===== src/rtl/dllm_pkg.sv =====
// dllm_pkg: shared types and constants of the decaying load and latency monitor
// used by the channel interfaces, the top level and the checker
`timescale 1ns / 1ps

package dllm_pkg;

   localparam int FUNC_W    = 2;
   localparam int SECONDS_W = 32;
   localparam int LAT_W     = 16;
   localparam int COUNT_W   = 32;
   localparam int SUM_W     = 48;
   localparam int RATE_W    = 30;
   localparam int RESULT_W  = 32;
   localparam int CSR_IDX_W = 1;
   localparam int CSR_DAT_W = 32;

   localparam int STALE_LIMIT_DEF = 8;

   // bits of the func field
   localparam int FUNC_COUNT_BIT = 0;
   localparam int FUNC_LAT_BIT   = 1;

   // configuration register indexes
   localparam logic [CSR_IDX_W-1:0] CSR_TARGET_AVG  = 1'b0;
   localparam logic [CSR_IDX_W-1:0] CSR_TARGET_PEAK = 1'b1;

   localparam logic [COUNT_W-1:0]  MAX_COUNT  = '1;
   localparam logic [SUM_W-1:0]    MAX_SUM    = '1;
   localparam logic [RESULT_W-1:0] MAX_RESULT = '1;

   typedef enum logic [3:0] {
      ST_IDLE,
      ST_CHECK,
      ST_DECAY,
      ST_APPLY,
      ST_MUL,
      ST_FLOOR,
      ST_DIV_SETUP,
      ST_DIV,
      ST_DONE
   } state_type;

endpackage


===== src/rtl/dllm_if.sv =====
// dllm_if: valid/ready channel interfaces for requests, responses and csr writes
// depends on dllm_pkg for field widths
`timescale 1ns / 1ps

interface dllm_req_if import dllm_pkg::*; ();
   logic                 valid;
   logic                 ready;
   logic [FUNC_W-1:0]    func;
   logic [SECONDS_W-1:0] now_seconds;
   logic [LAT_W-1:0]     latency;

   modport source (output valid, func, now_seconds, latency, input ready);
   modport sink   (input valid, func, now_seconds, latency, output ready);
endinterface

interface dllm_rsp_if import dllm_pkg::*; ();
   logic                valid;
   logic                ready;
   logic [RATE_W-1:0]   count_rate;
   logic [RESULT_W-1:0] latency_avg;
   logic [RESULT_W-1:0] latency_peak;
   logic                over_target;

   modport source (output valid, count_rate, latency_avg, latency_peak, over_target,
                   input ready);
   modport sink   (input valid, count_rate, latency_avg, latency_peak, over_target,
                   output ready);
endinterface

interface dllm_csr_if import dllm_pkg::*; ();
   logic                 valid;
   logic                 ready;
   logic [CSR_IDX_W-1:0] index;
   logic [CSR_DAT_W-1:0] data;

   modport source (output valid, index, data, input ready);
   modport sink   (input valid, index, data, output ready);
endinterface


===== src/rtl/decaying_load_latency_monitor.sv =====
// decaying_load_latency_monitor: event rate and latency tracker with quarter decay per second
// depends on dllm_pkg and the channel interfaces in dllm_if
`timescale 1ns / 1ps

// Each request on req_ch carries func, now_seconds and latency. The block first
// catches up the decay of its sums to now_seconds, then adds the count and/or
// latency event, and returns exactly one response on rsp_ch: count_rate,
// latency_avg, latency_peak and over_target.
// csr_ch writes target_avg (index 0) and target_peak (index 1); it is always
// ready and should only be used while no request is in flight.
// A request is held for its whole processing: req_ch.ready is high only while
// the sequencer is idle. After acceptance the time is checked, one decay step
// runs per elapsed second (at most STALE_LIMIT), the event is applied, a latency
// event adds a multiply and a peak floor step, and, when latency events are
// held, the 32-step shared restoring divider produces average and peak together;
// the next request can be accepted the cycle after the result is registered.
// The response sits in an output register; a new request is accepted while it
// waits, and the sequencer only holds in its final step if the previous
// response has still not been taken.
// Synchronous reset clears all sums, the last update second (to zero), the
// targets and the response valid.
module decaying_load_latency_monitor import dllm_pkg::*; #(
   parameter int STALE_LIMIT = STALE_LIMIT_DEF
) (
   input  logic         clock,
   input  logic         reset,
   dllm_req_if.sink     req_ch,
   dllm_rsp_if.source   rsp_ch,
   dllm_csr_if.sink     csr_ch
);

   localparam int STEP_W = $clog2(STALE_LIMIT + 1);
   localparam int DIV_STEPS = RESULT_W;
   localparam int CNT_W = $clog2(DIV_STEPS);
   localparam int HI_W = SUM_W - 2 - RESULT_W;

   state_type state_ff, state_in;

   logic [FUNC_W-1:0]    func_ff, func_in;
   logic [SECONDS_W-1:0] now_ff, now_in;
   logic [LAT_W-1:0]     lat_ff, lat_in;

   logic [COUNT_W-1:0]   dc_ff, dc_in;
   logic [COUNT_W-1:0]   ec_ff, ec_in;
   logic [SUM_W-1:0]     ls_ff, ls_in;
   logic [SUM_W-1:0]     ps_ff, ps_in;
   logic [SECONDS_W-1:0] last_ff, last_in;
   logic [STEP_W-1:0]    steps_ff, steps_in;
   logic [SUM_W-1:0]     prod_ff, prod_in;

   logic [RESULT_W-1:0]  rem_a_ff, rem_a_in, rem_b_ff, rem_b_in;
   logic [RESULT_W-1:0]  quo_a_ff, quo_a_in, quo_b_ff, quo_b_in;
   logic                 sat_a_ff, sat_a_in, sat_b_ff, sat_b_in;
   logic [CNT_W-1:0]     cnt_ff, cnt_in;

   logic [CSR_DAT_W-1:0] target_avg_ff, target_avg_in;
   logic [CSR_DAT_W-1:0] target_peak_ff, target_peak_in;

   logic                 rsp_valid_ff, rsp_valid_in;
   logic [RATE_W-1:0]    rate_ff, rate_in;
   logic [RESULT_W-1:0]  avg_ff, avg_in;
   logic [RESULT_W-1:0]  peak_ff, peak_in;
   logic                 over_ff, over_in;

   logic req_accept;
   logic rsp_load;
   logic same_time;
   logic stale;
   logic div_last;

   logic [SECONDS_W:0]   diff_time;
   logic [COUNT_W:0]     dc_plus3, ec_plus3;
   logic [COUNT_W:0]     div_t_a, div_t_b;
   logic                 div_ge_a, div_ge_b;
   logic [SUM_W:0]       ls_add, ps_add;
   logic [SUM_W+1:0]     floor_raw;
   logic [SUM_W-1:0]     floor_peak;
   logic                 avg_over, peak_over;

   // ---------------- control ----------------

   assign req_accept = req_ch.valid && req_ch.ready;
   assign same_time  = (now_ff == last_ff);
   assign diff_time  = {1'b0, now_ff} - {1'b0, last_ff};
   // backwards in time or beyond the stale window
   assign stale      = (now_ff < last_ff) ||
                       ({1'b0, now_ff} > ({1'b0, last_ff} + (SECONDS_W+1)'(STALE_LIMIT)));
   assign div_last   = (cnt_ff == CNT_W'(DIV_STEPS - 1));

   always_comb begin
      state_in = state_ff;
      case (state_ff)
         ST_IDLE: begin
            if (req_accept) state_in = ST_CHECK;
         end
         ST_CHECK: begin
            if (same_time || stale) state_in = ST_APPLY;
            else state_in = ST_DECAY;
         end
         ST_DECAY: begin
            if (steps_ff == STEP_W'(1)) state_in = ST_APPLY;
         end
         ST_APPLY: begin
            if (func_ff[FUNC_LAT_BIT]) state_in = ST_MUL;
            else state_in = ST_DIV_SETUP;
         end
         ST_MUL:   state_in = ST_FLOOR;
         ST_FLOOR: state_in = ST_DIV_SETUP;
         ST_DIV_SETUP: begin
            if (ec_ff == '0) state_in = ST_DONE;
            else state_in = ST_DIV;
         end
         ST_DIV: begin
            if (div_last) state_in = ST_DONE;
         end
         ST_DONE: begin
            if (!rsp_valid_ff || rsp_ch.ready) state_in = ST_IDLE;
         end
         default: state_in = ST_IDLE;
      endcase
   end

   always_comb begin
      req_ch.ready = (state_ff == ST_IDLE);
      rsp_load     = (state_ff == ST_DONE) && (!rsp_valid_ff || rsp_ch.ready);
   end

   // ---------------- datapath ----------------

   assign dc_plus3 = {1'b0, dc_ff} + (COUNT_W+1)'(3);
   assign ec_plus3 = {1'b0, ec_ff} + (COUNT_W+1)'(3);
   assign ls_add   = {1'b0, ls_ff} + (SUM_W+1)'(lat_ff);
   assign ps_add   = {1'b0, ps_ff} + (SUM_W+1)'(lat_ff);

   assign floor_raw  = {prod_ff, 2'b00};
   assign floor_peak = (floor_raw[SUM_W+1:SUM_W] != 2'b00) ? MAX_SUM : floor_raw[SUM_W-1:0];

   // shared divider step, both lanes use the event count as divisor
   assign div_t_a  = {rem_a_ff, quo_a_ff[RESULT_W-1]};
   assign div_t_b  = {rem_b_ff, quo_b_ff[RESULT_W-1]};
   assign div_ge_a = (div_t_a >= {1'b0, ec_ff});
   assign div_ge_b = (div_t_b >= {1'b0, ec_ff});

   assign avg_over  = (target_avg_ff != '0) && (sat_a_ff || (quo_a_ff > target_avg_ff));
   assign peak_over = (target_peak_ff != '0) && (sat_b_ff || (quo_b_ff > target_peak_ff));

   always_comb begin
      func_in  = func_ff;
      now_in   = now_ff;
      lat_in   = lat_ff;
      dc_in    = dc_ff;
      ec_in    = ec_ff;
      ls_in    = ls_ff;
      ps_in    = ps_ff;
      last_in  = last_ff;
      steps_in = steps_ff;
      prod_in  = prod_ff;
      rem_a_in = rem_a_ff;
      rem_b_in = rem_b_ff;
      quo_a_in = quo_a_ff;
      quo_b_in = quo_b_ff;
      sat_a_in = sat_a_ff;
      sat_b_in = sat_b_ff;
      cnt_in   = cnt_ff;

      case (state_ff)
         ST_IDLE: begin
            if (req_accept) begin
               func_in = req_ch.func;
               now_in  = req_ch.now_seconds;
               // latency of one counts as zero
               lat_in  = (req_ch.latency == LAT_W'(1)) ? '0 : req_ch.latency;
            end
         end
         ST_CHECK: begin
            if (!same_time) begin
               last_in = now_ff;
               if (stale) begin
                  dc_in = '0;
                  ec_in = '0;
                  ls_in = '0;
                  ps_in = '0;
               end else begin
                  steps_in = diff_time[STEP_W-1:0];
               end
            end
         end
         ST_DECAY: begin
            dc_in    = dc_ff - COUNT_W'(dc_plus3[COUNT_W:2]);
            ec_in    = ec_ff - COUNT_W'(ec_plus3[COUNT_W:2]);
            ls_in    = ls_ff - (ls_ff >> 2);
            ps_in    = ps_ff - (ps_ff >> 2);
            steps_in = steps_ff - STEP_W'(1);
         end
         ST_APPLY: begin
            if (func_ff[FUNC_COUNT_BIT] && (dc_ff != MAX_COUNT)) dc_in = dc_ff + COUNT_W'(1);
            if (func_ff[FUNC_LAT_BIT]) begin
               if (ec_ff != MAX_COUNT) ec_in = ec_ff + COUNT_W'(1);
               ls_in = ls_add[SUM_W] ? MAX_SUM : ls_add[SUM_W-1:0];
               ps_in = ps_add[SUM_W] ? MAX_SUM : ps_add[SUM_W-1:0];
            end
         end
         ST_MUL: begin
            prod_in = SUM_W'(ec_ff * lat_ff);
         end
         ST_FLOOR: begin
            if (ps_ff < floor_peak) ps_in = floor_peak;
         end
         ST_DIV_SETUP: begin
            // divide sum/4 by the event count; a high part at or above the
            // divisor means the quotient does not fit in 32 bits
            cnt_in   = '0;
            sat_a_in = (ec_ff != '0) && ({{(COUNT_W-HI_W){1'b0}}, ls_ff[SUM_W-1 -: HI_W]} >= ec_ff);
            sat_b_in = (ec_ff != '0) && ({{(COUNT_W-HI_W){1'b0}}, ps_ff[SUM_W-1 -: HI_W]} >= ec_ff);
            rem_a_in = sat_a_in ? '0 : RESULT_W'(ls_ff[SUM_W-1 -: HI_W]);
            rem_b_in = sat_b_in ? '0 : RESULT_W'(ps_ff[SUM_W-1 -: HI_W]);
            quo_a_in = (ec_ff == '0 || sat_a_in) ? '0 : ls_ff[RESULT_W+1:2];
            quo_b_in = (ec_ff == '0 || sat_b_in) ? '0 : ps_ff[RESULT_W+1:2];
         end
         ST_DIV: begin
            rem_a_in = div_ge_a ? RESULT_W'(div_t_a - {1'b0, ec_ff}) : div_t_a[RESULT_W-1:0];
            rem_b_in = div_ge_b ? RESULT_W'(div_t_b - {1'b0, ec_ff}) : div_t_b[RESULT_W-1:0];
            quo_a_in = {quo_a_ff[RESULT_W-2:0], div_ge_a};
            quo_b_in = {quo_b_ff[RESULT_W-2:0], div_ge_b};
            cnt_in   = cnt_ff + CNT_W'(1);
         end
         default: begin
         end
      endcase
   end

   always_comb begin
      rsp_valid_in = rsp_valid_ff;
      rate_in      = rate_ff;
      avg_in       = avg_ff;
      peak_in      = peak_ff;
      over_in      = over_ff;
      if (rsp_load) begin
         rsp_valid_in = 1'b1;
         rate_in      = dc_ff[COUNT_W-1:2];
         avg_in       = sat_a_ff ? MAX_RESULT : quo_a_ff;
         peak_in      = sat_b_ff ? MAX_RESULT : quo_b_ff;
         over_in      = avg_over || peak_over;
      end else if (rsp_ch.ready) begin
         rsp_valid_in = 1'b0;
      end
   end

   always_comb begin
      target_avg_in  = target_avg_ff;
      target_peak_in = target_peak_ff;
      if (csr_ch.valid && csr_ch.ready) begin
         case (csr_ch.index)
            CSR_TARGET_AVG:  target_avg_in  = csr_ch.data;
            CSR_TARGET_PEAK: target_peak_in = csr_ch.data;
            default: begin
            end
         endcase
      end
   end

   assign csr_ch.ready        = 1'b1;
   assign rsp_ch.valid        = rsp_valid_ff;
   assign rsp_ch.count_rate   = rate_ff;
   assign rsp_ch.latency_avg  = avg_ff;
   assign rsp_ch.latency_peak = peak_ff;
   assign rsp_ch.over_target  = over_ff;

   always_ff @(posedge clock) begin
      if (reset) begin
         state_ff       <= ST_IDLE;
         dc_ff          <= '0;
         ec_ff          <= '0;
         ls_ff          <= '0;
         ps_ff          <= '0;
         last_ff        <= '0;
         target_avg_ff  <= '0;
         target_peak_ff <= '0;
         rsp_valid_ff   <= 1'b0;
      end else begin
         state_ff       <= state_in;
         dc_ff          <= dc_in;
         ec_ff          <= ec_in;
         ls_ff          <= ls_in;
         ps_ff          <= ps_in;
         last_ff        <= last_in;
         target_avg_ff  <= target_avg_in;
         target_peak_ff <= target_peak_in;
         rsp_valid_ff   <= rsp_valid_in;
      end
   end

   always_ff @(posedge clock) begin
      func_ff  <= func_in;
      now_ff   <= now_in;
      lat_ff   <= lat_in;
      steps_ff <= steps_in;
      prod_ff  <= prod_in;
      rem_a_ff <= rem_a_in;
      rem_b_ff <= rem_b_in;
      quo_a_ff <= quo_a_in;
      quo_b_ff <= quo_b_in;
      sat_a_ff <= sat_a_in;
      sat_b_ff <= sat_b_in;
      cnt_ff   <= cnt_in;
      rate_ff  <= rate_in;
      avg_ff   <= avg_in;
      peak_ff  <= peak_in;
      over_ff  <= over_in;
   end

endmodule


===== src/flat_wrapper.sv =====
// flat-port wrapper written by rule: the top's interface ports become plain ports
module decaying_load_latency_monitor_flat import dllm_pkg::*;
#(
   parameter int STALE_LIMIT = STALE_LIMIT_DEF
)
  (clock, reset, req_ch_valid, req_ch_func, req_ch_now_seconds, req_ch_latency, req_ch_ready, rsp_ch_valid, rsp_ch_count_rate, rsp_ch_latency_avg, rsp_ch_latency_peak, rsp_ch_over_target, rsp_ch_ready, csr_ch_valid, csr_ch_index, csr_ch_data, csr_ch_ready);
  dllm_req_if req_ch_i ();
  dllm_rsp_if rsp_ch_i ();
  dllm_csr_if csr_ch_i ();
  input  logic clock;
  input  logic reset;
  input wire logic [$bits(req_ch_i.valid)-1:0] req_ch_valid;
  input wire logic [$bits(req_ch_i.func)-1:0] req_ch_func;
  input wire logic [$bits(req_ch_i.now_seconds)-1:0] req_ch_now_seconds;
  input wire logic [$bits(req_ch_i.latency)-1:0] req_ch_latency;
  output wire logic [$bits(req_ch_i.ready)-1:0] req_ch_ready;
  output wire logic [$bits(rsp_ch_i.valid)-1:0] rsp_ch_valid;
  output wire logic [$bits(rsp_ch_i.count_rate)-1:0] rsp_ch_count_rate;
  output wire logic [$bits(rsp_ch_i.latency_avg)-1:0] rsp_ch_latency_avg;
  output wire logic [$bits(rsp_ch_i.latency_peak)-1:0] rsp_ch_latency_peak;
  output wire logic [$bits(rsp_ch_i.over_target)-1:0] rsp_ch_over_target;
  input wire logic [$bits(rsp_ch_i.ready)-1:0] rsp_ch_ready;
  input wire logic [$bits(csr_ch_i.valid)-1:0] csr_ch_valid;
  input wire logic [$bits(csr_ch_i.index)-1:0] csr_ch_index;
  input wire logic [$bits(csr_ch_i.data)-1:0] csr_ch_data;
  output wire logic [$bits(csr_ch_i.ready)-1:0] csr_ch_ready;
  assign req_ch_i.valid = req_ch_valid;
  assign req_ch_i.func = req_ch_func;
  assign req_ch_i.now_seconds = req_ch_now_seconds;
  assign req_ch_i.latency = req_ch_latency;
  assign req_ch_ready = req_ch_i.ready;
  assign rsp_ch_valid = rsp_ch_i.valid;
  assign rsp_ch_count_rate = rsp_ch_i.count_rate;
  assign rsp_ch_latency_avg = rsp_ch_i.latency_avg;
  assign rsp_ch_latency_peak = rsp_ch_i.latency_peak;
  assign rsp_ch_over_target = rsp_ch_i.over_target;
  assign rsp_ch_i.ready = rsp_ch_ready;
  assign csr_ch_i.valid = csr_ch_valid;
  assign csr_ch_i.index = csr_ch_index;
  assign csr_ch_i.data = csr_ch_data;
  assign csr_ch_ready = csr_ch_i.ready;
  decaying_load_latency_monitor #(.STALE_LIMIT(STALE_LIMIT)) u_core (.clock(clock), .reset(reset), .req_ch(req_ch_i), .rsp_ch(rsp_ch_i), .csr_ch(csr_ch_i));
endmodule

===== config.mk =====
export PLATFORM = sky130hd
export DESIGN_NAME = decaying_load_latency_monitor_flat
export DESIGN_NICKNAME = d
export VERILOG_FILES = /design/src/rtl/dllm_pkg.sv /design/src/rtl/dllm_if.sv /design/src/rtl/decaying_load_latency_monitor.sv /design/src/flat_wrapper.sv
export SDC_FILE = /design/constraint.sdc
export NUM_CORES = 2
export LEC_CHECK = 0
export ABC_AREA = 1
export ABC_CLOCK_PERIOD_IN_PS = 17800
export BUFFER_PORTS_ARGS = -buffer_cell sky130_fd_sc_hd__buf_2
export CORE_MARGIN = 2
export CORE_UTILIZATION = 37
export CTS_CLUSTER_SIZE = 14
export DETAILED_ROUTE_END_ITERATION = 6
export PLACE_DENSITY = 0.57
export SLEW_MARGIN = 5
export SYNTH_ARGS = -nofsm -noshare
export SYNTH_HDL_FRONTEND = slang
export SYNTH_SLANG_ARGS = --single-unit

===== constraint.sdc =====
create_clock -name clock -period 17.8 [get_ports clock]
set_input_delay 5.34 -clock clock [delete_from_list [all_inputs] [get_ports clock]]
set_output_delay 5.34 -clock clock [all_outputs]
set_load 0.01 [all_outputs]

==> reports/qor.yml <==
grt_setup_unrepaired: "no"
setup_tns_ns: 0
hold-path-cell-count: 2
final_core_util: 0.406
wl_per_cell_microns: 20.9
grt_overflow: 0
io_buffer_count: 184
reg2reg_to: "u_core.prod_ff[28]"
maxSlewHeadroom: 0.142
min_to: "u_core.last_ff[0]"
seqPwrFrac: 0.223
post-route-min-period_ns: 7.26
worstRegToRegCells: 20
dr.first_iter.drc_count: 5623
die_w_microns: 430
use_met3: 0.0315
max_freq_ghz: 0.138
io_pins: 186
power_mw: 7.80
final_cell_mix: "2270 x nand2_1, 1603 x inv_1, 882 x nor2_1"
post-route-drc-count: 0
top_usage_layer: "met2"
final_nets: 10700
grt_pass1_vias: 63900
reg2reg_from: "u_core.ec_ff[6]"
p_leak_nw: 36.1
ir_drop_v: 0.000125
initial_utilization: 0.372
drv_cap: 0
grt_antenna_before_repair: 2
pre_cts_ws_ns: 10.42
ys_warn_count: 0
cts_tree: "done"
worstSetupPathType: "register to output pin"
holdCritStartpoint: "u_core.last_ff[0]"
hold_viol: 0
synthesis.nets: 10700
die-area_sq_um: 185000
cts_made_buffers: 76
place_hpwl_microns: 197000
synthesis.area_sq_um: 67200
timing.hold.ws_ns: 0.459
synth_edf_count: 332
ant_nets: 0
cp_max_fo: 6
dominantRegCellSynth: "edfxtp_1"
ctsResizeCount: 0
drive_above_1_share: 0.0532
syn_area_per_cell_sq_um: 6.99
tightest_slew_ns: 1.29
start_kind: "register"
required_ns: 12.46
cts.path.max_buffers: 3
gp_congestion: 1.00
clockPowerShare: 0.215
routed_wl_microns: 253000
fin_crit_sh: 0.408
final_common_cell: "nand2_1"
drv_slew: 0
grt.met2_usage: 0.445
power_density_nw_per_um2: 106
syn_to_final_growth_pct: 9.06
cp.arrival_ns: 1.92
clk_latency_ns: 0.71
status: "finished clean"
firstDrtPassIters: 6
grtUsageMet1: 0.359
row_count: 156
fin_ws_ns: 10.54
root_buffer: "clkbuf_16"
yosysSeqAreaShare: 0.226
crit_path_end_kind: "output pin"
synthArstFlopShare: 0
ys_ff_latch: 593
postCtsSetupBuffers: 0
viasPerCell: 5.40
synth_cell_types: 68
r2r_setup_slack_ns: 10.95
grt_pass1_wl_microns: 384000
core_sq_um: 181000
htree_levels: 3
die_y_microns: 430
setup_violations: 0
cts_sinks: 593
power.share.switching: 0.519
grt_max_degree: 97
cts.clk_slew.worst_paths_ns: 0.06
hold_path_class: "register to register"
n_fill_cell: 18900
vias: 65300
synthCells: 9614
ctsHoldBuffers: 0
combPwrFrac: 0.562
power.switching_mw: 4.05
grt_usage: 0.268
p_int_mw: 3.75
clock_skew_ns: 0.0916
-- cell usage after synthesis (7+ instances only) --
| master | instances | share of area |
|---|---|---|
| nand2_1 | 2273 | 0.13 |
| inv_1 | 1605 | 0.090 |
| nor2_1 | 890 | 0.050 |
| a21oi_1 | 861 | 0.064 |
| ha_1 | 577 | 0.11 |
| o21ai_0 | 562 | 0.042 |
| nand3_1 | 435 | 0.032 |
| fa_1 | 427 | 0.13 |
| edfxtp_1 | 332 | 0.15 |
| dfxtp_1 | 261 | 0.078 |
| clkbuf_1 | 218 | 0.012 |
| xor2_1 | 159 | 0.021 |
| nand4_1 | 144 | 0.013 |
| nor3_1 | 140 | 0.010 |
| xnor2_1 | 92 | 0.012 |
| o22ai_1 | 67 | 0.0062 |
| nor4_1 | 60 | 0.0056 |
| a31oi_1 | 53 | 0.0049 |
| buf_1 | 48 | 0.0027 |
| a21o_1 | 43 | 0.0048 |
| o211ai_1 | 38 | 0.0042 |
| buf_2 | 34 | 0.0025 |
| o21bai_1 | 34 | 0.0038 |
| or2_2 | 30 | 0.0028 |
| o21a_1 | 29 | 0.0032 |
| nand3b_1 | 25 | 0.0028 |
| a21boi_0 | 24 | 0.0027 |
| nor2_4 | 18 | 0.0030 |
| nand2_2 | 17 | 0.0016 |
| o221ai_1 | 9 | 0.0012 |
| a211oi_1 | 8 | 0.00089 |
| nor2_2 | 8 | 0.00075 |
| inv_2 | 7 | 0.00039 |
-- metrics by stage --
stage / std cells / instance area [sq um]
after floorplan: 9614 / 67200
after global placement: 11900 / 70500
after detailed placement: 11900 / 70500
after CTS: 12100 / 73200
after global routing: 12100 / 73200
final: 12100 / 73200
-- sequential cells by signal, summed over array words and instances, names as in the netlist, 2 cells and up --
signal / flops
u_core.cnt_ff: 5
u_core.dc_ff: 32
u_core.ec_ff: 32
u_core.func_ff: 2
u_core.last_ff: 32
u_core.lat_ff: 16
u_core.ls_ff: 48
u_core.now_ff: 32
u_core.prod_ff: 48
u_core.ps_ff: 48
u_core.quo_a_ff: 32
u_core.quo_b_ff: 32
u_core.rem_a_ff: 32
u_core.rem_b_ff: 32
u_core.rsp_ch.count_rate: 30
u_core.rsp_ch.latency_avg: 32
u_core.rsp_ch.latency_peak: 32
u_core.state_ff: 4
u_core.steps_ff: 4
u_core.target_avg_ff: 32
u_core.target_peak_ff: 32
-- cell type report --
cell class | instances | area (sq um) | share of cell area
tap | 2370 | 2970 | 0.0405
inverter | 1617 | 6070 | 0.0829
clock inverter | 52 | 633 | 0.00864
antenna | 2 | 5.00 | 0.0000683
multi-input combinational | 7095 | 44700 | 0.611
clock buffer | 90 | 2090 | 0.0285
sequential | 593 | 15200 | 0.207
timing repair buffer | 269 | 1560 | 0.0213
-- per-layer routing --
layer / wire length, microns / vias up
met3: 14800 / 449
met5: 0 / -
met2: 117000 / 2198
li1: - / 31300
met1: 111000 / 31400
met4: 9510 / 0
-- how the worst max path moves through the flow --
stage                             startpoint                           to  cells after the start
after global routing      u_core.state_ff[1]                 req_ch_ready                      4
after floorplan                 rsp_ch_ready  u_core.rsp_ch.count_rate[0]                      2
after global placement                 reset             u_core.ec_ff[19]                      4
after CTS                 u_core.state_ff[1]                 req_ch_ready                      4
final                     u_core.state_ff[1]                 req_ch_ready                      4
after detailed placement               reset             u_core.ps_ff[28]                      4
-- critical path, cell delays in order, from the launching register on --
cell and delay (ns):
dfxtp_1 0.36, nor2_1 0.14, inv_1 0.15, nor2_1 0.37
buf_2 0.21
-- cells by family (layout without fill, tap and decap cells) --
kind of cell,count (synthesis),after routing,synth area share
compound gates,1762,1762,0.142
xor+xnor,252,252,0.0330
fa+ha+maj,1004,1004,0.235
buf+inv,1926,2028,0.109
flops,593,593,0.226
mux,1,1,0.000149
other cells,1,3,0.0000558
simple gates,4075,4075,0.254
-- power groups by stage --
stage	clock network, mW	logic [mW]	registers, mW
3_5_place_dp	0	4.24	1.76
5_1_grt	1.76	4.81	1.75
2_1_floorplan	0	2.80	1.72
6_report	1.68	4.38	1.74
4_1_cts	1.71	4.26	1.73
3_3_place_gp	0	4.23	1.76
Power figures use the tool's default switching activity.
